<file path="config.mk">
export PLATFORM = sky130hd
export DESIGN_NAME = svpc_clarke
export DESIGN_NICKNAME = d
export VERILOG_FILES = /design/src/rtl/core/svpc_pkg.sv /design/src/rtl/core/svpc_clarke.sv
export SDC_FILE = /design/constraint.sdc
export NUM_CORES = 1
export LEC_CHECK = 0
export BUFFER_PORTS_ARGS = -buffer_cell sky130_fd_sc_hd__buf_2
export CAP_MARGIN = 20
export CORE_UTILIZATION = 41
export CTS_CLUSTER_DIAMETER = 30
export DETAILED_ROUTE_END_ITERATION = 6
export PLACE_DENSITY = 0.57
export SYNTH_ARGS = -nofsm -noshare
export SYNTH_HDL_FRONTEND = slang
export SYNTH_SLANG_ARGS = --single-unit
</file>
<file path="constraint.sdc">
create_clock -name clk -period 8.05 [get_ports clk]
set_input_delay 1.61 -clock clk [delete_from_list [all_inputs] [get_ports clk]]
set_output_delay 1.61 -clock clk [all_outputs]
set_load 0.03 [all_outputs]
</file>
<file path="src/rtl/core/svpc_pkg.sv">
// svpc_pkg: widths, constants and item types for the space vector pwm compare block
// no dependencies; used by every other file of the block
`default_nettype none

package svpc_pkg;

  localparam int VALUE_WIDTH = 16;
  localparam int CMP_W       = 16;
  localparam int NUM_PH      = 3;

  // sqrt(3) in Q16
  localparam int               SQRT3_W   = 17;
  localparam logic [SQRT3_W-1:0] SQRT3_Q16 = 17'd113512;

  // configuration register widths
  localparam int DTV_W      = 12;
  localparam int SLOPE_W    = 16;
  localparam int PER_W      = 16;
  localparam int CFG_ADDR_W = 2;
  localparam int CFG_DATA_W = 16;

  localparam logic [DTV_W-1:0] DTV_RESET   = '0;
  localparam logic [SLOPE_W-1:0] SLOPE_RESET = '0;
  localparam logic [PER_W-1:0] PER_RESET   = 16'd4096;

  // internal datapath widths
  localparam int V_W   = VALUE_WIDTH + 11;          // doubled phase voltage, 2^-17 V
  localparam int B_W   = VALUE_WIDTH + SQRT3_W + 1; // beta * sqrt3
  localparam int C_W   = VALUE_WIDTH + SLOPE_W + 1; // current * slope
  localparam int U_W   = V_W + 3;                   // duty numerator, 2^-18 V
  localparam int N_W   = U_W + PER_W + 1;           // numerator * period
  localparam int D_W   = VALUE_WIDTH + 10;          // bus * 1024
  localparam int REM_W = N_W - 1;
  localparam int Q_W   = CMP_W;

  // pipeline: product, phase sum, injection, multiply, range check,
  // one stage per quotient bit, output register
  localparam int FRONT_STAGES = 3;
  localparam int NUM_STAGES   = FRONT_STAGES + 2 + Q_W + 1;
  localparam int DIV_EN_W     = NUM_STAGES - FRONT_STAGES;

  typedef enum logic [CFG_ADDR_W-1:0] {
    CFG_DEAD_VOLTS = 2'd0,
    CFG_DEAD_SLOPE = 2'd1,
    CFG_PWM_PERIOD = 2'd2
  } cfg_addr_t;

  typedef logic signed [VALUE_WIDTH-1:0] value_t;
  typedef logic [VALUE_WIDTH-1:0]        uvalue_t;
  typedef logic signed [V_W-1:0]         volt_t;
  typedef logic signed [U_W-1:0]         ext_t;
  typedef logic [CMP_W-1:0]              cmp_t;

  typedef struct packed {
    value_t  volt_alpha;
    value_t  volt_beta;
    uvalue_t bus_volts;
    value_t  current_a;
    value_t  current_b;
    value_t  current_c;
  } cmd_t;

  typedef struct packed {
    cmp_t compare_a;
    cmp_t compare_b;
    cmp_t compare_c;
  } result_t;

endpackage

`default_nettype wire

</file>
<file path="src/rtl/core/svpc_clarke.sv">
// svpc_clarke: inverse clarke transform to three doubled phase voltages
// depends on svpc_pkg; one register stage, phase outputs combinational after it
`default_nettype none

module svpc_clarke (
  input  logic              clk,
  input  logic              en,
  input  svpc_pkg::value_t  alpha,
  input  svpc_pkg::value_t  beta,
  output svpc_pkg::volt_t   v [svpc_pkg::NUM_PH]
);
  import svpc_pkg::*;

  value_t              alpha_r;
  logic signed [B_W-1:0] bprod;
  volt_t               af;
  volt_t               sf;

  always_ff @(posedge clk) begin
    if (en) begin
      alpha_r <= alpha;
      bprod   <= B_W'(beta) * B_W'($signed({1'b0, SQRT3_Q16}));
    end
  end

  // alpha in 2^-16 V, sqrt3*beta floored to 2^-16 V
  assign af = {{(V_W - VALUE_WIDTH - 8){alpha_r[VALUE_WIDTH-1]}}, alpha_r, 8'b0};
  assign sf = V_W'(bprod >>> 8);

  assign v[0] = af <<< 1;
  assign v[1] = sf - af;
  assign v[2] = -af - sf;

endmodule

`default_nettype wire

</file>
# == Word level (Yosys, flattened, before mapping) ==
# Cells that the tools add are included.
# word_totals
ff_bits,47
in_bits,34
output_inout_bits,81
word_cells,6
# classes
addsub,3
n_mul,1
# op_table
cell,count
16-bit by 15-bit multiplier with 31-bit output (second input constant),1
24-bit negator with 27-bit output,1
26-bit by 24-bit subtractor with 27-bit output,1
27-bit by 26-bit subtractor with 27-bit output,1

# == Depth between registers and ports, before layout ==
# depth
ltp_word,2
depth_mapped,20

# == Least setup slack after synthesis ==
# No wires, ideal clock.
# synth_timing
kind,in2reg
start,input port beta[10]
end,"register bprod[31], data pin"
setup_time_ps,150
arrival_time_ps,6334
required_ps,7900
path_slack_ps,1566
cell_stages,18
path_cell_list,ha_1 inv_1 fa_1 inv_1 fa_1 fa_1 fa_1 inv_1 fa_1 inv_1 ha_1 and4_4 nand2_4 or2_1 o221ai_2 o211ai_2 a2111o_1 o211ai_2
# synth_between
elab_chain_cells,1
# synth_lines
item,line,source
"start, declared",svpc_clarke.sv:9,"input svpc_pkg::value_t beta,"
16-bit by 15-bit multiplier with 31-bit output,svpc_clarke.sv:22,"bprod <= B_W'(beta) * B_W'($signed({1'b0, SQRT3_Q16}));"
"end signal, assigned",svpc_clarke.sv:22,
"end, declared",svpc_clarke.sv:15,logic signed [B_W-1:0] bprod;
# Every way passes these cells.
# A chain may end at the register's enable or synchronous reset.

# == Final worst setup path ==
# layout_timing
start,input port beta[15]
end,"register bprod[30], data pin"
# Same word-level chain as after synthesis.

==> reports/qor.yml <==
synthCells: 1012
hp-class: "primary input to register"
die_w_um: 155
clockBufferDepth: 2
slew_violations: 0
wirelength_um: 19700
fmax_ghz: 0.144
drt_drc_violations_left: 0
viasPerCell: 4.73
place.gp.congestion: 0.886
path_class: "primary input to register"
grt_pass1_wl_um: 33000
drt-pass1-iter-count: 4
vias: 6731
die_area_mm2: 0.0240
die_y_um: 155
dp_slack_ns: 0.793
num_rows: 55
tns_ns: 0
setup_viol: 0
fin_crit_ns: 6.94
cp.required_ns: 8.10
core_area_mm2: 0.0228
diodes: 0
clkTransAtPathRegs_ns: 0.07
multi_input_area_mm2: 0.00721
grt_use_total: 0.171
status: "finished, final reports clean"
cts_root_buf: "clkbuf_16"
overflow: 0
grt_max_degree: 43
final_common_cell: "inv_1"
finalHoldViolations: 0
antenna_left: 0
critPathArrivalTime_ns: 6.98
first_global_vias: 6859
synth-seq-cells: 42
cts_tree: "built"
drt_first_iter_violations: 203
slew_headroom: 0.379
numCtsBuffers: 5
io_buffer_count: 105
rsz0062_at_grt: "false"
cts_hold_buf: 0
synth_top_cell_by_area: "ha_1"
start_util: 0.420
worst_slack_ns: 1.11
area_growth_pct: 9.67
critPathMaxFanout: 23
tightest_slew_ns: 0.931
drive_gt1_frac: 0.128
synth_top_area_frac: 0.234
timing.final.crit_share: 0.862
dp_hpwl_um: 17500
ys.flop_type: "edfxtp_1"
layout.area.seq_mm2: 0.00126
clock_sinks: 42
ys_types: 78
synth_edf_count: 42
antenna_found_initial: 0
ys_seq_area_frac: 0.132
layout.nets: 1432
io_pins: 115
critPathCaptureType: "register"
synthArstFlopShare: 0
h-tree-depth: 2
critPathLaunchType: "primary input"
fill_cells: 2197
post_cts_buffers: 0
syn_area_mm2: 0.00958
cts.repair.resized: 0
syn_area_per_cell_um2: 9.46
final_cell_mix: "inv_1 (258), ha_1 (179), fa_1 (111)"
post_drt_wl_per_cell_um: 13.8
netlist_top_cells_area: "ha_1 (23%), fa_1 (23%), edfxtp_1 (13%)"
ys_warn_count: 0
drv_cap: 0
worst max-delay path: stages:
cell      delay (ns)
buf_2           0.46
ha_1            0.40
fa_1            0.51
inv_1           0.05
fa_1            0.52
fa_1            0.44
fa_1            0.55
inv_1           0.05
fa_1            0.50
inv_1           0.04
ha_1            0.35
a21o_1          0.20
a31o_1          0.20
a211oi_1        0.30
o311ai_1        0.19
a31oi_1         0.31
a21oi_1         0.13
xnor2_1         0.14
area by class of cell:
type                       instances  share of cell area
multi-input combinational        696               0.687
sequential                        42               0.120
inverter                         258              0.0922
timing repair buffer             105              0.0500
tap                              313              0.0373
clock buffer                       5              0.0119
clock inverter                     3             0.00191
cell usage after synthesis, types with 3 or more instances:
cell type,instances
o21a_1,7
o21ai_0,23
o21ai_1,9
inv_1,258
nand4_1,7
nand3_1,11
a31oi_1,8
nand2_1,31
a2111oi_0,3
ha_1,179
xor2_1,32
xnor2_1,46
nor3_1,8
edfxtp_1,42
a21o_1,36
and3_1,3
buf_4,20
a21oi_1,55
or2_2,3
a211oi_1,3
nor2_1,33
o21bai_1,9
fa_1,111
nor2b_1,6
nand2b_1,3
a21oi_2,3
state kept, by name, indices dropped and copies added, names as in the netlist:
| name | count |
|---|---|
| alpha_r | 16 |
| bprod | 26 |
per-layer routing:
| layer | global-route usage | vias to the layer above | part of all wire |
|---|---|---|---|
| met2 | 0.292 | 140 | 0.45 |
| met3 | 0.0177 | 24 | 0.035 |
| met4 | 0.0443 | 0 | 0.016 |
| li1 | - | 3477 | - |
| met5 | 0 | - | 0 |
| met1 | 0.232 | 3090 | 0.50 |
path summary, 6_finish.rpt:
check | startpoint | endpoint | slack [ns] | depth (start not counted)
hold / removal | alpha[10] | alpha_r[10] | 1.49 | 1
setup / recovery | beta[15] | bprod[30] | 1.11 | 18
stage by stage:
stage	utilization	std cells	hold WS, ns	instance area (um^2)
2_1_floorplan	-	1020	1.71	9610
3_3_place_gp	0.455	1414	1.79	10400
3_5_place_dp	0.455	1414	1.79	10400
4_1_cts	0.461	1422	1.48	10500
5_1_grt	0.461	1422	1.48	10500
6_report	0.461	1422	1.49	10500
logic make-up (layout without fill, tap and decap cells):
group | count (synthesis) | count (layout) | synth area share
and+or+nand+nor | 123 | 123 | 0.0665
xor gates and xnor gates | 78 | 78 | 0.0713
muxes | 1 | 1 | 0.00105
adders and majority gates | 290 | 290 | 0.466
other | 1 | 9 | 0.000392
AOI/OAI and AO/OA | 195 | 195 | 0.145
buffers and inverters | 282 | 371 | 0.118
DFF | 42 | 42 | 0.132
Power is not shown: default switching activity piles up to over one toggle a cycle in this logic, so the estimate is an artifact.
