## config.mk

```make
export PLATFORM = sky130hd
export DESIGN_NAME = svpc_div_lane
export DESIGN_NICKNAME = d
export VERILOG_FILES = /design/src/rtl/core/svpc_pkg.sv /design/src/rtl/core/svpc_div_lane.sv
export SDC_FILE = /design/constraint.sdc
export NUM_CORES = 2
export LEC_CHECK = 0
export BUFFER_PORTS_ARGS = -buffer_cell sky130_fd_sc_hd__buf_2
export CAP_MARGIN = 20
export CORE_ASPECT_RATIO = 0.9
export CORE_MARGIN = 1
export CORE_UTILIZATION = 55
export CTS_CLUSTER_SIZE = 12
export DETAILED_ROUTE_END_ITERATION = 8
export GPL_ROUTABILITY_DRIVEN = 0
export HOLD_SLACK_MARGIN = 0.12
export PLACE_DENSITY = 0.71
export SKIP_CTS_REPAIR_TIMING = 1
export SYNTH_ARGS = -nofsm -noshare
export SYNTH_HDL_FRONTEND = slang
export SYNTH_SLANG_ARGS = --single-unit
```

## constraint.sdc

```tcl
create_clock -name clk -period 13.5 [get_ports clk]
set_clock_uncertainty 0.15 [all_clocks]
set_input_delay 1.35 -clock clk [delete_from_list [all_inputs] [get_ports clk]]
set_output_delay 1.35 -clock clk [all_outputs]
set_load 0.05 [all_outputs]
```

## src/rtl/core/svpc_pkg.sv

```systemverilog
// svpc_pkg: widths, constants and item types for the space vector pwm compare block
// no dependencies; used by every other file of the block
`default_nettype none

package svpc_pkg;

  localparam int VALUE_WIDTH = 16;
  localparam int CMP_W       = 16;
  localparam int NUM_PH      = 3;

  // sqrt(3) in Q16
  localparam int               SQRT3_W   = 17;
  localparam logic [SQRT3_W-1:0] SQRT3_Q16 = 17'd113512;

  // configuration register widths
  localparam int DTV_W      = 12;
  localparam int SLOPE_W    = 16;
  localparam int PER_W      = 16;
  localparam int CFG_ADDR_W = 2;
  localparam int CFG_DATA_W = 16;

  localparam logic [DTV_W-1:0] DTV_RESET   = '0;
  localparam logic [SLOPE_W-1:0] SLOPE_RESET = '0;
  localparam logic [PER_W-1:0] PER_RESET   = 16'd4096;

  // internal datapath widths
  localparam int V_W   = VALUE_WIDTH + 11;          // doubled phase voltage, 2^-17 V
  localparam int B_W   = VALUE_WIDTH + SQRT3_W + 1; // beta * sqrt3
  localparam int C_W   = VALUE_WIDTH + SLOPE_W + 1; // current * slope
  localparam int U_W   = V_W + 3;                   // duty numerator, 2^-18 V
  localparam int N_W   = U_W + PER_W + 1;           // numerator * period
  localparam int D_W   = VALUE_WIDTH + 10;          // bus * 1024
  localparam int REM_W = N_W - 1;
  localparam int Q_W   = CMP_W;

  // pipeline: product, phase sum, injection, multiply, range check,
  // one stage per quotient bit, output register
  localparam int FRONT_STAGES = 3;
  localparam int NUM_STAGES   = FRONT_STAGES + 2 + Q_W + 1;
  localparam int DIV_EN_W     = NUM_STAGES - FRONT_STAGES;

  typedef enum logic [CFG_ADDR_W-1:0] {
    CFG_DEAD_VOLTS = 2'd0,
    CFG_DEAD_SLOPE = 2'd1,
    CFG_PWM_PERIOD = 2'd2
  } cfg_addr_t;

  typedef logic signed [VALUE_WIDTH-1:0] value_t;
  typedef logic [VALUE_WIDTH-1:0]        uvalue_t;
  typedef logic signed [V_W-1:0]         volt_t;
  typedef logic signed [U_W-1:0]         ext_t;
  typedef logic [CMP_W-1:0]              cmp_t;

  typedef struct packed {
    value_t  volt_alpha;
    value_t  volt_beta;
    uvalue_t bus_volts;
    value_t  current_a;
    value_t  current_b;
    value_t  current_c;
  } cmd_t;

  typedef struct packed {
    cmp_t compare_a;
    cmp_t compare_b;
    cmp_t compare_c;
  } result_t;

endpackage

`default_nettype wire

```

## src/rtl/core/svpc_div_lane.sv

```systemverilog
// svpc_div_lane: one phase, numerator times period, pipelined restoring divide by bus*1024,
// then clamp to 1..period-1 (1 when period is below 2); depends on svpc_pkg
`default_nettype none

module svpc_div_lane (
  input  logic                         clk,
  input  logic [svpc_pkg::DIV_EN_W-1:0] en,
  input  svpc_pkg::ext_t               u,
  input  svpc_pkg::uvalue_t            bus,
  input  logic [svpc_pkg::PER_W-1:0]    period,
  output svpc_pkg::cmp_t               compare
);
  import svpc_pkg::*;

  localparam int EN_MUL  = 0;
  localparam int EN_FLAG = 1;
  localparam int EN_STEP = 2;
  localparam int EN_OUT  = DIV_EN_W - 1;

  logic signed [N_W-1:0] prod;
  logic signed [N_W-1:0] prod_r;
  uvalue_t               bus_m;
  logic [D_W-1:0]        dvs_m;
  logic                  small_c;
  logic                  ovf_c;

  logic [REM_W-1:0] rem_p   [Q_W+1];
  logic [Q_W-1:0]   q_p     [Q_W+1];
  logic             small_p [Q_W+1];
  logic             ovf_p   [Q_W+1];
  uvalue_t          bus_p   [Q_W+1];
  logic [REM_W-1:0] dsh     [Q_W];
  logic             take    [Q_W];

  logic [PER_W-1:0] lim;
  cmp_t             cmp_next;

  assign prod = N_W'(u) * N_W'($signed({1'b0, period}));

  always_ff @(posedge clk) begin
    if (en[EN_MUL]) begin
      prod_r <= prod;
      bus_m  <= bus;
    end
  end

  // quotient below one, or at least 2^Q_W (saturates to period-1)
  assign dvs_m   = {bus_m, 10'b0};
  assign small_c = prod_r < $signed(N_W'(dvs_m));
  assign ovf_c   = prod_r[REM_W-1:0] >= (REM_W'(dvs_m) << Q_W);

  always_comb begin
    for (int j = 0; j < Q_W; j++) begin
      dsh[j]  = REM_W'({bus_p[j], 10'b0}) << (Q_W - 1 - j);
      take[j] = rem_p[j] >= dsh[j];
    end
  end

  always_ff @(posedge clk) begin
    if (en[EN_FLAG]) begin
      rem_p[0]   <= prod_r[REM_W-1:0];
      q_p[0]     <= '0;
      small_p[0] <= small_c;
      ovf_p[0]   <= ovf_c;
      bus_p[0]   <= bus_m;
    end
    for (int j = 0; j < Q_W; j++) begin
      if (en[EN_STEP + j]) begin
        rem_p[j+1]   <= take[j] ? rem_p[j] - dsh[j] : rem_p[j];
        q_p[j+1]     <= q_p[j] | (Q_W'(take[j]) << (Q_W - 1 - j));
        small_p[j+1] <= small_p[j];
        ovf_p[j+1]   <= ovf_p[j];
        bus_p[j+1]   <= bus_p[j];
      end
    end
  end

  assign lim = period - PER_W'(1);

  always_comb begin
    if (bus_p[Q_W] == '0 || small_p[Q_W] || period < PER_W'(2)) begin
      cmp_next = CMP_W'(1);
    end else if (ovf_p[Q_W] || q_p[Q_W] > lim) begin
      cmp_next = lim;
    end else if (q_p[Q_W] == '0) begin
      cmp_next = CMP_W'(1);
    end else begin
      cmp_next = q_p[Q_W];
    end
  end

  always_ff @(posedge clk) begin
    if (en[EN_OUT]) begin
      compare <= cmp_next;
    end
  end

endmodule

`default_nettype wire

```

======== Yosys cells after proc, flatten, opt, wreduce, memory -nomap -nowiden ========
Memory sizes are Yosys's and may differ from the RTL's.
Cells that the tools add are included.
storage, ports and cells
  logic and storage cells ................. 119
  bits in writable memories ............... 1,360
  flip-flop bits (word level) ............. 79
  input port bits ......................... 82
  memories kept ........................... 5
  output and inout port bits .............. 16
memories
  name     depth  bits a word  read ports  clocked after memory_dff  wr ports  line                 RTL
  rem_p    17     46           16          0                         17        svpc_div_lane.sv:27  logic [REM_W-1:0] rem_p [Q_W+1];
  bus_p    17     16           17          0                         17        svpc_div_lane.sv:31  uvalue_t bus_p [Q_W+1];
  q_p      17     16           17          0                         17        svpc_div_lane.sv:28  logic [Q_W-1:0] q_p [Q_W+1];
  ovf_p    17     1            17          0                         17        svpc_div_lane.sv:30  logic ovf_p [Q_W+1];
  small_p  17     1            17          0                         17        svpc_div_lane.sv:29  logic small_p [Q_W+1];
operators by class
  mux-type cells .......................... 52
  reduce and logical (&&, ||, !) cells .... 5
  add/sub/neg operators ................... 17
  bitwise logic cells ..................... 16
  $lt $le $gt $ge ......................... 20
  multipliers ............................. 1
operators with widths
  operator                                      number
  2-to-1 mux 46 bit                             16
  less-than comparator 47 x 27 -> 1 bit         1
  multiplier 30 x 17 -> 47 bit                  1
  greater-or-equal comparator 46 x 26 -> 1 bit  1
  greater-or-equal comparator 46 x 27 -> 1 bit  1
  greater-or-equal comparator 46 x 28 -> 1 bit  1
  greater-or-equal comparator 46 x 29 -> 1 bit  1
  greater-or-equal comparator 46 x 30 -> 1 bit  1
  greater-or-equal comparator 46 x 31 -> 1 bit  1
  greater-or-equal comparator 46 x 32 -> 1 bit  1
  greater-or-equal comparator 46 x 33 -> 1 bit  1
  greater-or-equal comparator 46 x 34 -> 1 bit  1
  greater-or-equal comparator 46 x 35 -> 1 bit  1
  greater-or-equal comparator 46 x 36 -> 1 bit  1
  greater-or-equal comparator 46 x 37 -> 1 bit  1
  greater-or-equal comparator 46 x 38 -> 1 bit  1
  greater-or-equal comparator 46 x 39 -> 1 bit  1
  greater-or-equal comparator 46 x 40 -> 1 bit  1
  greater-or-equal comparator 46 x 41 -> 1 bit  1
  greater-or-equal comparator 46 x 42 -> 1 bit  1
  subtractor 46 x 26 -> 46 bit                  1
  subtractor 46 x 27 -> 46 bit                  1
  subtractor 46 x 28 -> 46 bit                  1
  subtractor 46 x 29 -> 46 bit                  1
  35 further kinds                              72

======== Longest topological paths before layout ========
  depth in word-level cells ............... 4
  depth in mapped cells ................... 26
  gate-level depth less buffers ........... 23

======== Least setup slack after synthesis ========
Ideal clock, no wire load.
  kind .................................... input to register
  from .................................... input port period[4] (netlist bit)
  to ...................................... register prod_r[44] (data pin)
  buffers on the path ..................... 2
  setup slack ............................. 5.461 ns
  data required time ...................... 13.092 ns
  library setup time ...................... 0.258 ns
  stages .................................. 21
  arrival time ............................ 7.631 ns
  path through ............................ clkbuf_1 -> clkbuf_1 -> nand2_1 -> fa_1 -> inv_1 -> fa_1 -> fa_1 -> fa_1 -> fa_1 -> inv_1 -> fa_1 -> inv_1 -> ha_1 -> a21o_1 -> a21o_1 -> a21oi_1 -> o21ai_0 -> or4_1 -> a31o_2 -> a21oi_1 -> xnor2_1
between the ends
  word-level cells in the longest chain between the ends .. 1
RTL lines
  what                          line                 RTL
  start, declared               svpc_div_lane.sv:10  input logic [svpc_pkg::PER_W-1:0] period,
  multiplier 30 x 17 -> 47 bit  svpc_div_lane.sv:38  assign prod = N_W'(u) * N_W'($signed({1'b0, period}));
  via prod[44]                  svpc_div_lane.sv:20  logic signed [N_W-1:0] prod;
  end signal, assigned          svpc_div_lane.sv:42  prod_r <= prod;
  end, declared                 svpc_div_lane.sv:21  logic signed [N_W-1:0] prod_r;
The timed path passes the listed nets, and every way through them passes these cells.
A chain may end at the register's enable or synchronous reset.

======== Worst setup path in the final report ========
  from .................................... input port period[3] (netlist bit)
  to ...................................... register prod_r[46] (data pin)
Same word-level chain as after synthesis.

==> impl_metrics.py <==
metrics = {
    "outcome": {
        "status": "finished, final reports clean",
    },
    "synthesis": {
        "ys_seq_elements": 1257,
        "synthCells": 6388,
        "yosysSeqAreaShare": 0.499,
        "synth_cell_types": 87,
        "synth_area_leader_cell": "edfxtp_1",
        "netlist_top_cells_area": "edfxtp_1 (50%), fa_1 (13%), ha_1 (6.9%), inv_1 (4.5%), nand2_1 (2.6%)",
        "ys_warn_count": 0,
        "syn_area_per_cell_um2": 11.8,
        "synth_nets": 7363,
        "synthFlopType": "edfxtp_1",
        "synth.top_cell.area_share": 0.499,
        "syn_area_um2": 75700,
        "synth_edf_count": 1257,
        "async_reset_ff_frac": 0,
    },
    "grt": {
        "grt_antenna_before_repair": 2,
        "grt_pass1_vias": 48300,
        "grt_usage": 0.225,
        "grt_pass1_wl_um": 248000,
        "grt_max_degree": 80,
        "grt_overflow": 0,
    },
    "cts": {
        "clk_pin_slew_ns": 0.06,
        "cts_buffer_depth": 3,
        "cts_sinks": 1257,
        "clock_latency_ns": 0.77,
        "htreeDepth": 4,
        "cts_tree": "yes",
        "cts_root_buf": "clkbuf_16",
        "cts_buffers": 133,
    },
    "timing": {
        "timing.setup.tns_ns": 0,
        "rsz0062_at_grt": "no",
        "slew_headroom": 0.269,
        "final-hold-violation-count": 0,
        "worst_slack_ns": 5.43,
        "finalCritPeriodShare": 0.598,
        "max_freq_mhz": 124,
        "drv_slew": 0,
        "tightest_slew_ns": 1.10,
        "period_minus_slack_ns": 8.07,
        "finalSetupViolCount": 0,
    },
    "floorplanning": {
        "fp.dieH_um": 354,
        "initial_core_util": 0.556,
        "io_pins": 98,
        "dieArea_um2": 139000,
        "core_area_um2": 136000,
        "row_count": 128,
        "die_w_um": 393,
    },
    "place": {
        "portBuffers": 97,
        "dpl.hpwl_um": 116000,
        "place_ws_ns": 4.78,
    },
    "finish": {
        "diodes": 0,
        "final_cell_mix": "edfxtp_1 (1,257), inv_1 (900), nand2_1 (521)",
        "drive_gt1_frac": 0.0608,
        "final_nets": 7466,
        "multiInputGateArea_um2": 33900,
        "final_common_cell": "edfxtp_1",
        "seqCellArea_um2": 37700,
        "fill_cells": 10500,
        "area_growth_pct": 8.45,
        "final_util": 0.603,
    },
    "setup_path": {
        "rr_worst_depth": 11,
        "cp_max_fo": 33,
        "critPathLaunch": "period[3]",
        "cp-endpoint": "prod_r[46]",
        "worst-endpoint-arrival_ns": 8.41,
        "crit_required_ns": 13.84,
        "reg2reg_to": "rem_p[0][639]",
        "critPathKind": "primary input to register",
        "timing.rr.start": "bus_p[0][199]",
        "startpoint_type": "primary input",
        "cp-end-kind": "register",
        "reg2reg_slack_ns": 8.62,
    },
    "detailed_routing": {
        "drtAntennaViolNets": 0,
        "viasPerCell": 5.61,
        "routed_wl_um": 152000,
        "dr.first_iter.drc_count": 3024,
        "dr.pass1.iters": 9,
        "drc": 0,
        "dr_total_vias": 47100,
        "routedWlPerCell_um": 18.1,
    },
    "pwr": {
        "p_sw_mw": 9.13,
        "comb_power_share": 0.554,
        "p_seq_frac": 0.291,
        "power_density_nw_per_um2": 265,
        "switching_share": 0.420,
        "p_leak_nw": 33.5,
        "irDropWorstVdd_uv": 634,
        "pwr-share-clk": 0.156,
        "p_int_mw": 12.6,
    },
    "min_path": {
        "min_path_type": "register to register",
    },
    "job": {
        "maxCapViolations": 0,
    },
}
-- how the worst min path moves through the flow --
stage,from,cells after the start,end
after floorplan,ovf_p[0][9],0,ovf_p[0][10]
after global placement,q_p[0][231],0,q_p[0][247]
after detailed placement,q_p[0][169],0,q_p[0][185]
after CTS,q_p[0][169],0,q_p[0][185]
after global routing,q_p[0][243],0,q_p[0][259]
final,q_p[0][169],0,q_p[0][185]
-- metal layers --
layer | up-vias | wire length [µm] | GRT usage
met3 | 347 | 7240 | 0.0336
li1 | 22300 | - | -
met5 | - | 0 | 0
met2 | 1258 | 77600 | 0.395
met1 | 23100 | 61100 | 0.277
met4 | 0 | 5770 | 0.0928
-- sequential cells by signal, summed over array words and instances (netlist names) --
signal	count
small_p	17
bus_m	16
ovf_p	17
rem_p	736
prod_r	47
compare	16
q_p	136
bus_p	272
-- cells by family (layout without fill, tap and decap cells) --
kind of cell | Yosys count | in the layout | synth area share
and+or+nand+nor | 1758 | 1758 | 0.119
DFF | 1257 | 1257 | 0.499
muxes | 61 | 61 | 0.00890
adders and majority gates | 893 | 893 | 0.195
xor gates and xnor gates | 409 | 409 | 0.0473
buffers and inverters | 1063 | 1237 | 0.0531
AOI/OAI and AO/OA | 947 | 947 | 0.0783
-- cell type report --
cell class              instances  share of cell area
clock buffers                 163              0.0427
clock inverters                43             0.00589
inverters                     904              0.0414
multi-input cells            4068               0.413
flip-flops and latches       1257               0.460
well taps                    1820              0.0278
repair buffers                127             0.00884
-- cells in the mapped netlist, types with 39 or more instances --
master / n
nor3_1: 119
inv_1: 900
nand3_1: 62
clkbuf_1: 148
nand2b_1: 59
o21ai_0: 202
a21oi_1: 316
ha_1: 417
mux2_2: 39
or3_1: 41
xor2_1: 218
nor2_1: 311
and2_1: 224
xnor2_1: 191
fa_1: 476
a21o_1: 122
nand4_1: 62
edfxtp_1: 1257
nor2b_1: 60
nor4_1: 120
nand2_1: 521
o21a_1: 52
-- critical path, cell delays in order --
cell      delay, ns
buf_2          0.56
and2_1         0.25
fa_1           0.42
inv_1          0.08
fa_1           0.43
fa_1           0.52
inv_1          0.04
ha_1           0.30
fa_1           0.56
inv_1          0.06
fa_1           0.53
inv_1          0.04
ha_1           0.38
o21a_1         0.16
o211ai_1       0.08
a31oi_1        0.29
o221ai_1       0.44
o41ai_1        1.08
a21boi_1       0.33
o21ai_0        0.25
a21oi_1        0.10
xnor2_1        0.14
-- stage by stage --
stage | hold WS, ns | cell area [µm²] | instances | power (mW)
4_1_cts | 0.261 | 82000 | 8381 | 21.7
3_3_place_gp | 0.253 | 78100 | 8175 | 18.0
3_5_place_dp | 0.255 | 78100 | 8175 | 18.2
6_report | 0.261 | 82100 | 8382 | 21.8
2_1_floorplan | 0.250 | 75700 | 6388 | 15.2
5_1_grt | 0.267 | 82100 | 8382 | 23.5
-- power groups by stage --
stage | Clock, mW | Sequential [mW] | Combinational (mW)
floorplan | 0 | 6.12 | 9.10
global placement | 0 | 6.37 | 11.6
detailed placement | 0 | 6.38 | 11.8
CTS | 3.46 | 6.31 | 11.9
global route | 3.60 | 6.39 | 13.5
finish | 3.38 | 6.32 | 12.0
No activity file was read; power rests on OpenSTA's default activity.
