===== config.mk =====
export PLATFORM = sky130hd
export DESIGN_NAME = svpc_comp_lane
export DESIGN_NICKNAME = d
export VERILOG_FILES = /design/src/rtl/core/svpc_pkg.sv /design/src/rtl/core/svpc_comp_lane.sv
export SDC_FILE = /design/constraint.sdc
export NUM_CORES = 1
export LEC_CHECK = 0
export BUFFER_PORTS_ARGS = -buffer_cell sky130_fd_sc_hd__clkbuf_2
export CAP_MARGIN = 25
export CORE_ASPECT_RATIO = 0.5
export CORE_MARGIN = 2
export CORE_UTILIZATION = 43
export DETAILED_ROUTE_END_ITERATION = 8
export HOLD_SLACK_MARGIN = 0.1
export SYNTH_ARGS = -nofsm -noshare
export SYNTH_HDL_FRONTEND = slang
export SYNTH_SLANG_ARGS = --single-unit

===== constraint.sdc =====
create_clock -name clk -period 5.68 [get_ports clk]
set_input_delay 0.284 -clock clk [delete_from_list [all_inputs] [get_ports clk]]
set_output_delay 0.284 -clock clk [all_outputs]
set_load 0.02 [all_outputs]

===== src/rtl/core/svpc_pkg.sv =====
// svpc_pkg: widths, constants and item types for the space vector pwm compare block
// no dependencies; used by every other file of the block
`default_nettype none

package svpc_pkg;

  localparam int VALUE_WIDTH = 16;
  localparam int CMP_W       = 16;
  localparam int NUM_PH      = 3;

  // sqrt(3) in Q16
  localparam int               SQRT3_W   = 17;
  localparam logic [SQRT3_W-1:0] SQRT3_Q16 = 17'd113512;

  // configuration register widths
  localparam int DTV_W      = 12;
  localparam int SLOPE_W    = 16;
  localparam int PER_W      = 16;
  localparam int CFG_ADDR_W = 2;
  localparam int CFG_DATA_W = 16;

  localparam logic [DTV_W-1:0] DTV_RESET   = '0;
  localparam logic [SLOPE_W-1:0] SLOPE_RESET = '0;
  localparam logic [PER_W-1:0] PER_RESET   = 16'd4096;

  // internal datapath widths
  localparam int V_W   = VALUE_WIDTH + 11;          // doubled phase voltage, 2^-17 V
  localparam int B_W   = VALUE_WIDTH + SQRT3_W + 1; // beta * sqrt3
  localparam int C_W   = VALUE_WIDTH + SLOPE_W + 1; // current * slope
  localparam int U_W   = V_W + 3;                   // duty numerator, 2^-18 V
  localparam int N_W   = U_W + PER_W + 1;           // numerator * period
  localparam int D_W   = VALUE_WIDTH + 10;          // bus * 1024
  localparam int REM_W = N_W - 1;
  localparam int Q_W   = CMP_W;

  // pipeline: product, phase sum, injection, multiply, range check,
  // one stage per quotient bit, output register
  localparam int FRONT_STAGES = 3;
  localparam int NUM_STAGES   = FRONT_STAGES + 2 + Q_W + 1;
  localparam int DIV_EN_W     = NUM_STAGES - FRONT_STAGES;

  typedef enum logic [CFG_ADDR_W-1:0] {
    CFG_DEAD_VOLTS = 2'd0,
    CFG_DEAD_SLOPE = 2'd1,
    CFG_PWM_PERIOD = 2'd2
  } cfg_addr_t;

  typedef logic signed [VALUE_WIDTH-1:0] value_t;
  typedef logic [VALUE_WIDTH-1:0]        uvalue_t;
  typedef logic signed [V_W-1:0]         volt_t;
  typedef logic signed [U_W-1:0]         ext_t;
  typedef logic [CMP_W-1:0]              cmp_t;

  typedef struct packed {
    value_t  volt_alpha;
    value_t  volt_beta;
    uvalue_t bus_volts;
    value_t  current_a;
    value_t  current_b;
    value_t  current_c;
  } cmd_t;

  typedef struct packed {
    cmp_t compare_a;
    cmp_t compare_b;
    cmp_t compare_c;
  } result_t;

endpackage

`default_nettype wire


===== src/rtl/core/svpc_comp_lane.sv =====
// svpc_comp_lane: dead-time compensation for one phase, current times slope, clamped
// depends on svpc_pkg; two register stages (product, phase sum)
`default_nettype none

module svpc_comp_lane (
  input  logic                        clk,
  input  logic                        en_prod,
  input  logic                        en_sum,
  input  svpc_pkg::value_t            current,
  input  logic [svpc_pkg::DTV_W-1:0]   dead_volts,
  input  logic [svpc_pkg::SLOPE_W-1:0] dead_slope,
  input  svpc_pkg::volt_t             v_phase,
  output svpc_pkg::volt_t             w
);
  import svpc_pkg::*;

  logic signed [C_W-1:0] cprod;
  logic signed [C_W-1:0] lim_s;
  logic signed [C_W-1:0] comp;

  always_ff @(posedge clk) begin
    if (en_prod) begin
      cprod <= C_W'(current) * C_W'($signed({1'b0, dead_slope}));
    end
  end

  assign lim_s = $signed(C_W'({dead_volts, 8'b0}));

  always_comb begin
    comp = cprod;
    if (cprod > lim_s) begin
      comp = lim_s;
    end else if (cprod < -lim_s) begin
      comp = -lim_s;
    end
  end

  // compensation term is in 2^-16 V, phase voltage is doubled
  always_ff @(posedge clk) begin
    if (en_sum) begin
      w <= v_phase + (V_W'(comp) <<< 1);
    end
  end

endmodule

`default_nettype wire


### Word-level counts from Yosys, hierarchy flattened

Index checks and enable logic that the tools add are counted.

* multipliers: 1
* equal/unequal tests: 0
* reductions and logical operators: 0
* $add $sub $neg: 2
* shift-type cells: 0
* bitwise gates (word level): 0
* div/mod/pow operators: 0
* muxes and demuxes: 2
* $lt $le $gt $ge: 2

Operators by type and width (count)
* 26-bit two-way mux: 2
* 33-bit by 21-bit greater-than comparator with 1-bit output: 1
* 33-bit < comparator: 1
* 16-bit by 17-bit multiplier with 33-bit output: 1
* 20-bit negation with 33-bit output: 1
* 27-bit adder: 1

* logic and storage cells: 9
* memory bits (read-only): 0
* memory bits (writable): 0
* bits in registers: 60
* output and inout bits: 27
* bits in latches: 0
* memories kept: 0
* input port bits: 74

### Depth between registers and ports, before layout

Gate-level depths: netlist of run 1.

* word-level depth: 5
* mapped depth: 26
* mapped depth without buffers: 26

### Least setup slack after synthesis of run 1

Ideal clock, no wire load.

* path type: input-to-reg
* from: input dead_volts[0] (netlist name)
* to: register w[26] (data pin)
* data arrival time: 5.822 ns
* library setup time: 0.269 ns
* slack: -0.411 ns
* data required time: 5.411 ns
* cell stages on the path: 26
* path buffers: 1
* cell sequence: inv_1 ha_1 nand4_1 or3_1 inv_1 nand3_1 nor3_1 ha_1 nand4_1 nor4_1 a21oi_1 a31oi_1 mux2i_1 buf_2 nor2_1 a31oi_1 o22ai_1 ha_1 a21oi_1 o22ai_1 o311a_1 a2111oi_4 nor2_2 a211o_1 a31oi_4 xor3_1

* cells in the longest elaborated chain, start to end: 5
* elaborated cells between the ends (all ways): 6
* classes of those cells: add/sub (2); order compare (2); mux (2)

Ends and longest elaborated chain
* start, declared: RTL line svpc_comp_lane.sv:10 `input logic [svpc_pkg::DTV_W-1:0] dead_volts,`
* 20-bit negation with 33-bit output: RTL line svpc_comp_lane.sv:34 `comp = -lim_s;`
* 33-bit < comparator: RTL line svpc_comp_lane.sv:33 `end else if (cprod < -lim_s) begin`
* 26-bit two-way mux: RTL line svpc_comp_lane.sv:33
* 26-bit two-way mux (*): RTL line svpc_comp_lane.sv:31 `if (cprod > lim_s) begin`
* 27-bit adder (*): RTL line svpc_comp_lane.sv:41 `w <= v_phase + (V_W'(comp) <<< 1);`
* end signal, assigned: RTL line svpc_comp_lane.sv:41
* end, declared: RTL line svpc_comp_lane.sv:13 `output svpc_pkg::volt_t w`

Mark *: on every way between the ends. The rest lies on a longest branch, timed or not.
A chain may end at the register's enable or synchronous reset.

### Final worst setup path of run 1

* from: input dead_volts[2] (netlist name)
* to: register w[26] (data pin)

Same word-level chain as after synthesis.

==> metrics.yaml, run 1 <==
setup_path:
  critPathCaptureType: "flip-flop"
  cp.arrival_ns: 5.81
  r2r-start: "cprod[32]"
  r2r_cells: 20
  crit_buf_inv: 3
  worstSetupStartpoint: "dead_volts[2]"
  critical-path-top-delay-family: "compound AO/OA/AOI/OAI gates"
  r2r-end: "w[26]"
  crit_end: "w[26]"
  worstPathRequired_ns: 5.77
  ff2ff_setup_slack_ns: 0.78
  cp_max_fo: 7
  cp-start-kind: "input port"
  slowest_delay_ns: 0.42
  critical_path_class: "in -> reg"
  path_depth: 26
  cp_slowest_cell: "a2111oi_2"
timing:
  holdWs_ns: 0.125
  max_freq_mhz: 175
  min_period_over_period_pct: 101
  setup_viol: 1
  worst_slack_ns: -0.0321
  relSlewSlack_pct: 48.1
  max_slew.worst_pin.slew_ns: 0.778
  post-route-min-period_ns: 5.71
  finalClockSkew_ns: 0.0168
  rsz0062_at_grt: "yes"
  final_max_slew_viol_count: 0
  finalHoldViolCount: 0
global_route:
  antenna_found_initial: 0
  grt_first_pass_wirelength_um: 57000
  grt_max_degree: 34
  grt_usage_pct: 21.6
  grt_pass1_vias: 11800
  grt_overflow_total: 0
floorplanning:
  dieArea_um2: 33000
  initial_core_util_pct: 44.2
  chipHeight_um: 129
  core-area_um2: 30600
  rows: 45
  fp.dieW_um: 255
  ios: 101
synth:
  yosysUniqueCellTypes: 71
  ys_async_sr_fraction_pct: 0
  syn-instance-count: 1499
  synth-edff-count: 60
  ys_ff_latch: 60
  synth_area_per_cell_um2: 9.02
  yosysSeqAreaShare_pct: 13.3
  netlist_area_um2: 13500
  synthFlopType: "edfxtp_1"
  synth_warnings: 0
  syn_nets: 1953
place:
  io_buffers: 100
  dp.cells: 2189
  dpl_cell_area_um2: 16200
  place_congestion: 0.916
  post-dp-hpwl_um: 29300
cts:
  worstSkewPairLatency_ns: 0.35
  cts_hold_buf: 0
  cts_root_buf: "clkbuf_16"
  cts_buffer_depth: 2
  path_clk_slew_ns: 0.07
  htreeDepth: 3
  cts_tree: "done"
  clock_sinks: 60
  cts_buffers: 9
status:
  failed_checks: "setup timing"
  outcome: "complete, but fails checks"
flow_run:
  drv_cap: 0
cells_and_area:
  drive_gt1_share_pct: 27.7
  most-common-layout-cells: "inv_1, buf_4, fa_1"
  fill_cells: 2732
  n_antenna_cell: 0
  multi_input_area_um2: 11200
  final_cell_area_um2: 17600
  final_cells: 2229
  area.growth.synth_to_final_pct: 29.8
  layout_commonest_cell: "inv_1"
  seqCellArea_um2: 1800
  final_core_util_pct: 57.3
  nets: 2255
min_path:
  whs_path_depth: 1
  min_path_type: "in -> reg"
  hold_start: "v_phase[0]"
detailed_routing:
  vias: 11200
  antenna_left: 0
  drc: 0
  first_iter_violations: 464
  vias_per_cell: 5.02
  routed_wl_um: 34700
  first_pass_iters: 5
  avgRoutedWirePerCell_um: 15.6
Yosys cell counts (9+ instances only):
| cell type | n | area [um2] |
|---|---|---|
| a211oi_1 | 9 | 67.6 |
| a21o_1 | 21 | 158 |
| a21oi_1 | 60 | 300 |
| a31oi_1 | 14 | 87.6 |
| and2_1 | 134 | 838 |
| clkbuf_1 | 40 | 150 |
| edfxtp_1 | 60 | 1800 |
| fa_1 | 195 | 3900 |
| ha_1 | 185 | 2310 |
| inv_1 | 304 | 1140 |
| nand2_1 | 155 | 582 |
| nand2b_1 | 13 | 81.3 |
| nand3_1 | 10 | 50.1 |
| nand4_1 | 9 | 56.3 |
| nor2_1 | 64 | 240 |
| nor3_1 | 17 | 85.1 |
| nor4_1 | 10 | 62.6 |
| o21a_1 | 14 | 105 |
| o21ai_0 | 31 | 155 |
| o22ai_1 | 10 | 62.6 |
| xnor2_1 | 38 | 333 |
| xor2_1 | 13 | 114 |
per-stage QoR:
stage / worst slack, ns / TNS [ns]
2_1_floorplan: -0.0553 / -0.0983
3_3_place_gp: -0.452 / -6.42
3_5_place_dp: -0.520 / -7.89
4_1_cts: 0.00119 / 0
5_1_grt: -0.305 / -1.42
6_report: -0.0321 / -0.0321
how the worst min path moves through the flow:
stage	endpoint	slack, ns
after floorplan	w[0]	0.38
final	w[0]	0.13
after global routing	w[0]	0.12
after global placement	w[0]	0.46
after CTS	w[0]	0.11
after detailed placement	w[0]	0.47
timing repair:
action / in CTS / in global routing
endpoints found under the setup margin: 8 / 20
buffers inserted: 7 / 19
endpoints found under the hold margin: 0 / 0
pin swaps: 55 / 82
resized for setup: 88 / 122
cloned: 0 / 1
flip-flops by register name, summed over array words and instances (netlist names):
| signal | count |
|---|---|
| w | 27 |
| cprod | 33 |
cell type report:
cell class	instances	area share, %
clock inverter	7	0.591
sequential	60	10.3
multi-input combinational	1092	63.5
inverter	305	6.55
clock buffer	9	1.28
timing repair buffer	333	14.8
tap	423	3.01
cell families (layout without fill, tap and decap cells):
logic type	Yosys count	count (layout)	synth area share, %
mux	6	6	0.453
fa+ha+maj	380	380	46.0
flops	60	60	13.3
simple gates	446	446	16.8
buf+inv	347	654	9.65
xor+xnor	52	52	3.48
compound gates	208	208	10.3
routing by layer:
metal	up-vias	GRT usage [%]	part of all wire (%)	wire length, um
met5	-	0	0	0
met4	0	5.40	2.1	739
met3	44	1.73	2.9	1020
met2	199	39.2	49	17000
met1	5489	28.3	46	15900
li1	5453	-	-	-
Power of run 1 is not shown: default switching activity piles up to over one toggle a cycle in this logic, so the estimate is an artifact.
==> run 2, diff against run 1 <==
Settings changed: CORE_UTILIZATION 43 to 58, PLACE_DENSITY from default to 0.8.
==> run 2 against run 1 <==
The run still ends with setup timing left. Wire length grew 7.1%. Clock skew fell by 0.0055 ns. Worst setup slack improved by 0.0071 ns. Die area fell by 25%. Highest routed layer unchanged. Maximum frequency is 0.12% higher. Flip-flop and latch count is the same. Core utilization up 17 points. Non-clock buffer count shrank 24.
==> metrics.yaml, run 2 (synthesized netlist as in run 1, its figures left out) <==
setup_path:
  slowest_delay_ns: 0.56  # was 0.42 ns
  worstPathRequired_ns: 5.84  # was 5.77 ns
  cp_max_fo: 10  # was 7
  cpMostUsedCell: "fa_1"
  critical_path_class: "in -> reg"  # unchanged
  r2r-end: "w[24]"  # was w[26]
  critPathCaptureType: "flip-flop"  # unchanged
  worstSetupStartpoint: "current[10]"  # was dead_volts[2]
  crit_end: "cprod[31]"  # was w[26]
  cp_slowest_cell: "fa_1"  # was a2111oi_2
  ff2ff_setup_slack_ns: 0.85  # was 0.78 ns
  cp-start-kind: "input port"  # unchanged
  cp.arrival_ns: 5.86  # was 5.81 ns
  r2r-start: "cprod[24]"  # was cprod[32]
  r2r_cells: 20  # unchanged
  crit_chain: "clkbuf_8 > buf_4 > and2_1 > fa_1 > inv_1 > fa_1 > inv_1 > fa_1 > inv_1 > fa_1 > inv_1 > fa_1 > ha_1 > ha_1 > buf_4 > nand4_1 > a211oi_2 > o21ai_1 > a21oi_2 > or4b_4 > a2111o_1 > o311ai_2"
place:
  dp.cells: 2054  # was 2,189
  post-dp-hpwl_um: 30200  # was 29,300 um
  place_congestion: 0.941  # was 0.916
  io_buffers: 100  # unchanged
  dp_slack_ns: -0.541  # was -0.520 ns
cells_and_area:
  n_antenna_cell: 0  # unchanged
  area.growth.synth_to_final_pct: 25.8  # was 29.8%
  layout_commonest_cell: "inv_1"  # unchanged
  fill_cells: 1551  # was 2,732
  nets: 2231  # was 2,255
  largest_reg_flops: 33  # unchanged
  most-common-layout-cells: "inv_1, buf_4, fa_1"  # unchanged
  final_cells: 2089  # was 2,229
  regMostFlops: "cprod"  # unchanged
  multi_input_area_um2: 11000  # was 11,200 um2
  drive_gt1_share_pct: 24.6  # was 27.7%
  top_regs: "cprod x33, w x27"  # unchanged
  final_core_util_pct: 74.5  # was 57.3%
  seqCellArea_um2: 1800  # unchanged
detailed_routing:
  first_iter_violations: 753  # was 464
  vias_per_cell: 5.59  # was 5.02
  antenna_left: 0  # unchanged
  drc: 0  # unchanged
  vias: 11700  # was 11,200
  routed_wl_um: 37200  # was 34,700 um
  avgRoutedWirePerCell_um: 17.8  # was 15.6 um
  first_pass_iters: 5  # unchanged
timing:
  rsz0062_at_grt: "yes"  # unchanged
  finalHoldViolCount: 0  # unchanged
  worst_slack_ns: -0.0249  # was -0.0321 ns
  holdWs_ns: 0.115  # was 0.125 ns
  min_period_over_period_pct: 100  # was 101%
  setup_viol: 2  # was 1
  relSlewSlack_pct: 50.7  # was 48.1%
  max_freq_mhz: 175  # about the same
  final_max_slew_viol_count: 0  # unchanged
  post-route-min-period_ns: 5.70  # was 5.71 ns
  max_slew.worst_pin.slew_ns: 0.740  # was 0.778 ns
  finalClockSkew_ns: 0.0113  # was 0.0168 ns
min_path:
  min_path_type: "in -> reg"  # unchanged
  hold_start: "v_phase[0]"  # unchanged
cts:
  cts_root_buf: "clkbuf_16"  # unchanged
  cts_buffers: 9  # unchanged
  cts_tree: "done"  # unchanged
  htreeDepth: 3  # unchanged
  worstSkewPairLatency_ns: 0.34  # was 0.35 ns
  clock_sinks: 60  # unchanged
  cts_buffer_depth: 2  # unchanged
  path_clk_slew_ns: 0.06  # was 0.07 ns
flow_run:
  drv_cap: 0  # unchanged
floorplanning:
  dieArea_um2: 24600  # was 33,000 um2
  rows: 39  # was 45
  core-area_um2: 22800  # was 30,600 um2
  fp.dieW_um: 220  # was 255 um
  ios: 101  # unchanged
  chipHeight_um: 112  # was 129 um
  initial_core_util_pct: 59.2  # was 44.2%
global_route:
  grt_usage_pct: 31.0  # was 21.6%
  grt_max_degree: 34  # unchanged
  grt_pass1_vias: 12500  # was 11,800
  antenna_found_initial: 1  # was 0
  grt_first_pass_wirelength_um: 60700  # was 57,000 um
  grt_overflow_total: 0  # unchanged
status:
  outcome: "complete, but fails checks"  # unchanged
  failed_checks: "setup timing"  # unchanged
==> run 2: worst min-delay path by stage <==
stage,cells past startpoint,to
2_1_floorplan,0,w[0]
3_3_place_gp,1,w[0]
3_5_place_dp,1,w[0]
4_1_cts,1,w[0]
5_1_grt,1,w[0]
6_report,1,w[0]
==> run 2: worst max-delay path: cells and delay by family <==
kind                     cells  cell delay (ns)
adder cells (fa/ha/maj)      7             3.26
AO/OA/AOI/OAI                5             0.83
AND/OR/NAND/NOR              3             0.77
buffers and inverters        7             0.70
==> run 2: metrics by stage <==
stage | area, um2 | setup TNS (ns)
2_1_floorplan | 13900 | -0.0983
3_3_place_gp | 15900 | -4.97
3_5_place_dp | 15900 | -9.36
4_1_cts | 16700 | -0.00215
5_1_grt | 17000 | -1.44
6_report | 17000 | -0.0266
==> run 2: final cells by class <==
class	instances	area share [%]
sequential	60	10.6
multi-input combinational	1092	64.4
inverter	305	6.76
clock inverter	6	0.235
timing repair buffer	309	14.4
tap	307	2.26
clock buffer	10	1.35
==> run 2: metal layers <==
layer	share of wire (%)	GRT usage [%]	wire, um
met2	47	52.7	17600
met1	43	41.5	15800
met3	7.4	4.59	2760
met5	0	0	0
met4	2.7	8.81	1010
==> run 2: repair_timing <==
action | CTS | global route
resized for setup | 111 | 60
hold buffers | 0 | 0
setup buffers | 10 | 10
pin swaps | 58 | 38
cloned | 1 | 0
setup endpoints to repair | 14 | 22
Power of run 2 is left out for the same reason.
